==> src/rtl/ccorr_pkg.sv <==
// ----------------------------------------------------------------------------
// ccorr_pkg
// Types, widths and codes shared by the complex cross correlator.
// ----------------------------------------------------------------------------
package ccorr_pkg;

    localparam int REF_LEN     = 64;
    localparam int SAMPLE_BITS = 16;
    localparam int SLOT_W      = 6;
    localparam int LEN_W       = 7;
    localparam int ACC_W       = 2 * SAMPLE_BITS + SLOT_W + 1;
    localparam int MAG_W       = ACC_W - 1;
    localparam int EN_W        = 2 * SAMPLE_BITS + SLOT_W;
    localparam int SQ_W        = 2 * MAG_W;
    localparam int RAT_W       = 32;
    localparam int FRAC_W      = 16;

    localparam logic [1:0] MODE_LOAD    = 2'd0;
    localparam logic [1:0] MODE_DATA    = 2'd1;
    localparam logic [1:0] MODE_RESTART = 2'd2;
    localparam logic [1:0] MODE_UNUSED  = 2'd3;

    typedef struct packed {
        logic [1:0]                    mode;
        logic [SLOT_W-1:0]             ref_slot;
        logic signed [SAMPLE_BITS-1:0] sample_i;
        logic signed [SAMPLE_BITS-1:0] sample_q;
    } t_in;

    typedef struct packed {
        logic [31:0]      lag;
        logic [RAT_W-1:0] ratio;
        logic             zero_power;
    } t_out;

    typedef enum logic [2:0] {
        OP_NONE,
        OP_ISSUE,
        OP_SQA,
        OP_SQB,
        OP_SQRT,
        OP_DIVCHK,
        OP_DIV,
        OP_OUT
    } t_op;

    typedef struct packed {
        logic              accept;
        t_op               op;
        logic [SLOT_W-1:0] idx;
    } t_cmd;

    typedef struct packed {
        logic              start;
        logic [SLOT_W-1:0] n_last;
    } t_sts;

endpackage

==> src/rtl/ccorr_ctrl.sv <==
// ----------------------------------------------------------------------------
// ccorr_ctrl
// Sequencer: correlation sweep, squaring, square root, division, output.
// ----------------------------------------------------------------------------
module ccorr_ctrl (
    input  logic            i_clk,
    input  logic            i_rst_n,
    input  logic            i_valid,
    output logic            o_stall,
    input  logic            i_stall,
    output logic            o_valid,
    input  ccorr_pkg::t_sts i_sts,
    output ccorr_pkg::t_cmd o_cmd
);

    typedef enum logic [3:0] {
        ST_IDLE,
        ST_CORR,
        ST_DRAIN,
        ST_SQA,
        ST_SQB,
        ST_SQRT,
        ST_DIVCHK,
        ST_DIV,
        ST_OUT
    } t_state;

    localparam logic [ccorr_pkg::SLOT_W-1:0] MAG_LAST =
        ccorr_pkg::SLOT_W'(ccorr_pkg::MAG_W - 1);
    localparam logic [ccorr_pkg::SLOT_W-1:0] DIV_LAST =
        ccorr_pkg::SLOT_W'(ccorr_pkg::RAT_W - 1);

    t_state                        r_state;
    logic [ccorr_pkg::SLOT_W-1:0]  r_cnt;
    logic                          r_o_valid;
    logic                          w_accept;
    logic                          w_out_free;

    assign o_stall    = (r_state != ST_IDLE);
    assign o_valid    = r_o_valid;
    assign w_accept   = i_valid && (r_state == ST_IDLE);
    assign w_out_free = !r_o_valid || !i_stall;

    always_comb begin
        o_cmd.accept = w_accept;
        o_cmd.idx    = r_cnt;
        unique case (r_state)
            ST_CORR:   o_cmd.op = ccorr_pkg::OP_ISSUE;
            ST_SQA:    o_cmd.op = ccorr_pkg::OP_SQA;
            ST_SQB:    o_cmd.op = ccorr_pkg::OP_SQB;
            ST_SQRT:   o_cmd.op = ccorr_pkg::OP_SQRT;
            ST_DIVCHK: o_cmd.op = ccorr_pkg::OP_DIVCHK;
            ST_DIV:    o_cmd.op = ccorr_pkg::OP_DIV;
            ST_OUT:    o_cmd.op = w_out_free ? ccorr_pkg::OP_OUT : ccorr_pkg::OP_NONE;
            default:   o_cmd.op = ccorr_pkg::OP_NONE;
        endcase
    end

    always_ff @(posedge i_clk) begin
        if (!i_rst_n) begin
            r_state   <= ST_IDLE;
            r_cnt     <= '0;
            r_o_valid <= 1'b0;
        end else begin
            if (r_o_valid && !i_stall) begin
                r_o_valid <= 1'b0;
            end
            unique case (r_state)
                ST_IDLE: begin
                    r_cnt <= '0;
                    if (w_accept && i_sts.start) begin
                        r_state <= ST_CORR;
                    end
                end
                ST_CORR: begin
                    if (r_cnt == i_sts.n_last) begin
                        r_cnt   <= '0;
                        r_state <= ST_DRAIN;
                    end else begin
                        r_cnt <= r_cnt + 1'b1;
                    end
                end
                ST_DRAIN: begin
                    if (r_cnt == ccorr_pkg::SLOT_W'(1)) begin
                        r_cnt   <= '0;
                        r_state <= ST_SQA;
                    end else begin
                        r_cnt <= r_cnt + 1'b1;
                    end
                end
                ST_SQA: begin
                    if (r_cnt == MAG_LAST) begin
                        r_cnt   <= '0;
                        r_state <= ST_SQB;
                    end else begin
                        r_cnt <= r_cnt + 1'b1;
                    end
                end
                ST_SQB: begin
                    if (r_cnt == MAG_LAST) begin
                        r_cnt   <= '0;
                        r_state <= ST_SQRT;
                    end else begin
                        r_cnt <= r_cnt + 1'b1;
                    end
                end
                ST_SQRT: begin
                    if (r_cnt == MAG_LAST) begin
                        r_cnt   <= '0;
                        r_state <= ST_DIVCHK;
                    end else begin
                        r_cnt <= r_cnt + 1'b1;
                    end
                end
                ST_DIVCHK: begin
                    r_state <= ST_DIV;
                end
                ST_DIV: begin
                    if (r_cnt == DIV_LAST) begin
                        r_cnt   <= '0;
                        r_state <= ST_OUT;
                    end else begin
                        r_cnt <= r_cnt + 1'b1;
                    end
                end
                ST_OUT: begin
                    if (w_out_free) begin
                        r_o_valid <= 1'b1;
                        r_state   <= ST_IDLE;
                    end
                end
                default: begin
                    r_state <= ST_IDLE;
                end
            endcase
        end
    end

endmodule

==> config.mk <==
export PLATFORM = sky130hd
export DESIGN_NAME = ccorr_ctrl
export DESIGN_NICKNAME = d
export VERILOG_FILES = /design/src/rtl/ccorr_pkg.sv /design/src/rtl/ccorr_ctrl.sv
export SDC_FILE = /design/constraint.sdc
export NUM_CORES = 1
export LEC_CHECK = 0
export BUFFER_PORTS_ARGS = -buffer_cell sky130_fd_sc_hd__buf_2
export CORE_ASPECT_RATIO = 0.8
export CORE_MARGIN = 10
export CORE_UTILIZATION = 30
export DETAILED_ROUTE_END_ITERATION = 7
export GPL_ROUTABILITY_DRIVEN = 1
export PLACE_DENSITY = 0.52
export SETUP_SLACK_MARGIN = 0.3
export SLEW_MARGIN = 40
export SYNTH_ARGS = -nofsm -noshare
export SYNTH_HDL_FRONTEND = slang
export SYNTH_SLANG_ARGS = --single-unit
==> constraint.sdc <==
create_clock -name i_clk -period 2.7 [get_ports i_clk]
set_clock_uncertainty 0.1 [all_clocks]
set_input_delay 0.405 -clock i_clk [delete_from_list [all_inputs] [get_ports i_clk]]
set_output_delay 0.405 -clock i_clk [all_outputs]
set_load 0.02 [all_outputs]
==> results by group <==
Timing
  • Final worst slack: around 0.48 ns
  • Worst hold margin: approximately 0.31 ns
  • Minimum clock period: approximately 2.2 ns
  • Worst Max-Slew Pin Slew: approximately 0.40 ns
  • RSZ-0062 raised after global routing: no
  • Slew headroom: 0.735
  • Max-slew violation total from the final report: 0
  • Final TNS setup: 0 ns
  • F_max: between 0.4 and 0.5 GHz
  • Final Cycle Share: 0.824
  • Final Setup Violations: 0
  • Final-report hold violation count: 0

Worst setup path
  • Worst setup path class: reg -> reg
  • Critical path capture point: r_state[1]
  • Worst Setup SP: r_cnt[1]
  • Worst reg2reg endpoint: r_state[1]
  • Critical path endpoint category: register
  • WP data required: 2.83 ns
  • CP Launch Type: register
  • WP data arrival: 2.35 ns
  • FF-to-FF path depth: 7
  • Critical Path Fanout Max: 9
  • Crit-path cells: inv_1 > ha_1 > nor3b_4 > a31oi_1 > or3_1 > or4_1 > a21oi_1
  • Flop2flop setup slack: between 0.4 and 0.5 ns
  • Slowest cell on crit path: or3_1
  • Worst path max stage delay: about 0.52 ns
  • FF-to-FF Start: r_cnt[1]

Global routing
  • Total gr overflow: 0
  • GRT Total Usage: 0.0940
  • Largest net degree at the start of global routing: 14
  • Vias in the first global route: around 800
  • First-pass GRT wire length: between 4000 and 5000 um
  • Initial antenna violation count: 0

Floorplan
  • Die Area: roughly 0.0055 mm2
  • Die H: ~68 um
  • Row count: 17
  • # IOs: 23
  • Core area: between 0.002 and 0.003 mm2
  • Starting density of the core: 0.314
  • Chip width: about 80 um

Job
  • Number of max-cap violations: 0

Clocking
  • CTS Root Cell: clkbuf_4
  • Clock sinks: 11
  • Total CTS buffers: 3
  • CTS tree: built
  • Worst skew pair latency: just under 0.3 ns
  • Max clock buf depth: 2
  • Number of setup buffers added after CTS: 0
  • Reg clk slew, reported paths: about 0.090 ns
  • H-Tree Depth: 1
  • Cts hold-fix bufs: 0

Synth
  • Post-Syn Instances: around 120
  • Mapped Area: 868 um2
  • Most used DFF post-synth: dfxtp_1
  • Mean Syn Cell Area: between 7 and 8 um2
  • FFs w/ async S/R, synth: 0
  • Post-synthesis net count: 130
  • Ys Warns: 0
  • Number of flops mapped to enable cells by yosys: 0
  • Yosys cell types: 38
  • Sequential share of the synthesized area: 0.254
  • Synth Register Bits: 11

Layout
  • Layout area overhead: 17.4%
  • Fraction of layout cells with a size suffix above 1: 0.230
  • Non-filler cells, final: 173
  • Ant diodes: 0
  • Nets: ~150

Route
  • Via density: 5.32
  • Drt initial violations: slightly below 90
  • Final WL: 2510 um
  • Drc violations: 0
  • Final ANT Viol Nets: 0
  • Routed via count: 921
  • WL per Instance: roughly 15 um
  • Drt first pass iters: 4

Power and ir drop
  • Total Power: 0.810 mW
  • Maximum vdd drop: about 0.26 mV
  • Power density cells: between 700 and 800 mW/mm2
  • Lkg Pwr: between 0.4 and 0.5 nW

Placed design
  • DP Wirelength: between 2000 and 2500 um
  • Cells after DPL: ~170
  • Worst slack at placement: between 0.3 and 0.4 ns
  • Buffers on Ports: 22
  • Final GP Congestion: 0.840

Outcome
  • Status: finished, final reports clean

Min path
  • Tightest Hold Check Type: in -> reg
## critical path: cells and delay by family (launching register included)
family	cells	cell delay, ns
buf+inv	1	0.08
flops	1	0.38
fa+ha+maj	1	0.15
compound gates	2	0.27
simple gates	3	1.19
## cells in the mapped netlist, types with 2 or more instances
library cell | count | area share
o21ai_0 | 10 | 0.058
nand3_1 | 3 | 0.017
and3_1 | 4 | 0.029
dfxtp_1 | 11 | 0.25
a31oi_1 | 4 | 0.029
nor2_1 | 11 | 0.048
ha_1 | 2 | 0.029
buf_2 | 4 | 0.023
a2111o_1 | 2 | 0.026
inv_1 | 9 | 0.039
or4_1 | 2 | 0.017
a21oi_1 | 9 | 0.052
a211oi_1 | 2 | 0.017
xnor2_1 | 6 | 0.061
clkbuf_1 | 3 | 0.013
or4b_1 | 2 | 0.023
nand2_1 | 8 | 0.035
nor3_1 | 3 | 0.017
a41oi_1 | 2 | 0.020
a21o_1 | 2 | 0.017
## report_power, final
part	switching, mW	total, mW	internal, mW	leakage, nW
Combinational	0.272	0.446	0.173	0.320
Sequential	0.0519	0.241	0.189	0.0900
Clock	0.0675	0.122	0.0550	0.0177
## how the worst min path moves through the flow
stage,startpoint,end,slack (ns),cells after the start
after floorplan,i_rst_n,r_state[0],0.46,2
after global placement,o_valid,o_valid,0.45,2
after detailed placement,o_valid,o_valid,0.46,2
after CTS,i_rst_n,r_state[0],0.30,3
after global routing,i_rst_n,r_state[0],0.31,3
final,i_rst_n,r_state[0],0.31,3
## routing by layer
| layer | up-vias | GRT usage | wire length, um |
|---|---|---|---|
| met5 | - | 0 | 0 |
| met4 | 0 | 0.0461 | 48 |
| met3 | 4 | 0.0275 | 201 |
| met2 | 33 | 0.128 | 1000 |
| met1 | 421 | 0.130 | 1260 |
| li1 | 463 | - | - |
## stage by stage
step                area (um2)   util
finish                    1020  0.369
floorplan                  868      -
CTS                       1020  0.368
global route              1020  0.369
detailed placement         983  0.356
global placement           983  0.356
## layout make-up
cell class / instances / area [um2]
clock buffer: 3 / 22.5
sequential: 11 / 223
multi-input combinational: 88 / 571
clock inverter: 1 / 5.00
fill: 311 / 1750
timing repair buffer: 23 / 118
tap: 38 / 47.5
inverter: 9 / 33.8
## kinds of logic (layout without fill, tap and decap cells)
family,Yosys count,count (layout),synth area share
AOI/OAI and AO/OA,40,40,0.304
xor gates and xnor gates,7,7,0.0706
adders and majority gates,2,2,0.0288
buffers and inverters,18,36,0.0965
DFF,11,11,0.254
and+or+nand+nor,39,39,0.246
## layout by cell type (no fill, tap or decap), types with 3 or more instances in the layout
| master | netlist | final |
|---|---|---|
| inv_1 | 9 | 9 |
| a31oi_1 | 4 | 4 |
| o21ai_0 | 10 | 10 |
| nand2_1 | 8 | 8 |
| nor2_1 | 11 | 11 |
| dfxtp_1 | 11 | 9 |
| nor3_1 | 3 | 3 |
| nand3_1 | 3 | 3 |
| clkbuf_4 | 0 | 3 |
| buf_2 | 4 | 22 |
| a21oi_1 | 9 | 9 |
| and3_1 | 4 | 4 |
| xnor2_1 | 6 | 6 |
## what timing repair did
item | in CTS | in global routing
endpoints found under the hold margin | 0 | 0
endpoints found under the setup margin | 1 | 4
resized for setup | 1 | 2
## flip-flops by register name, summed over array words and instances (netlist names)
register	cells
r_state	4
r_cnt	6
o_valid	1
No activity file was read; power rests on OpenSTA's default activity.
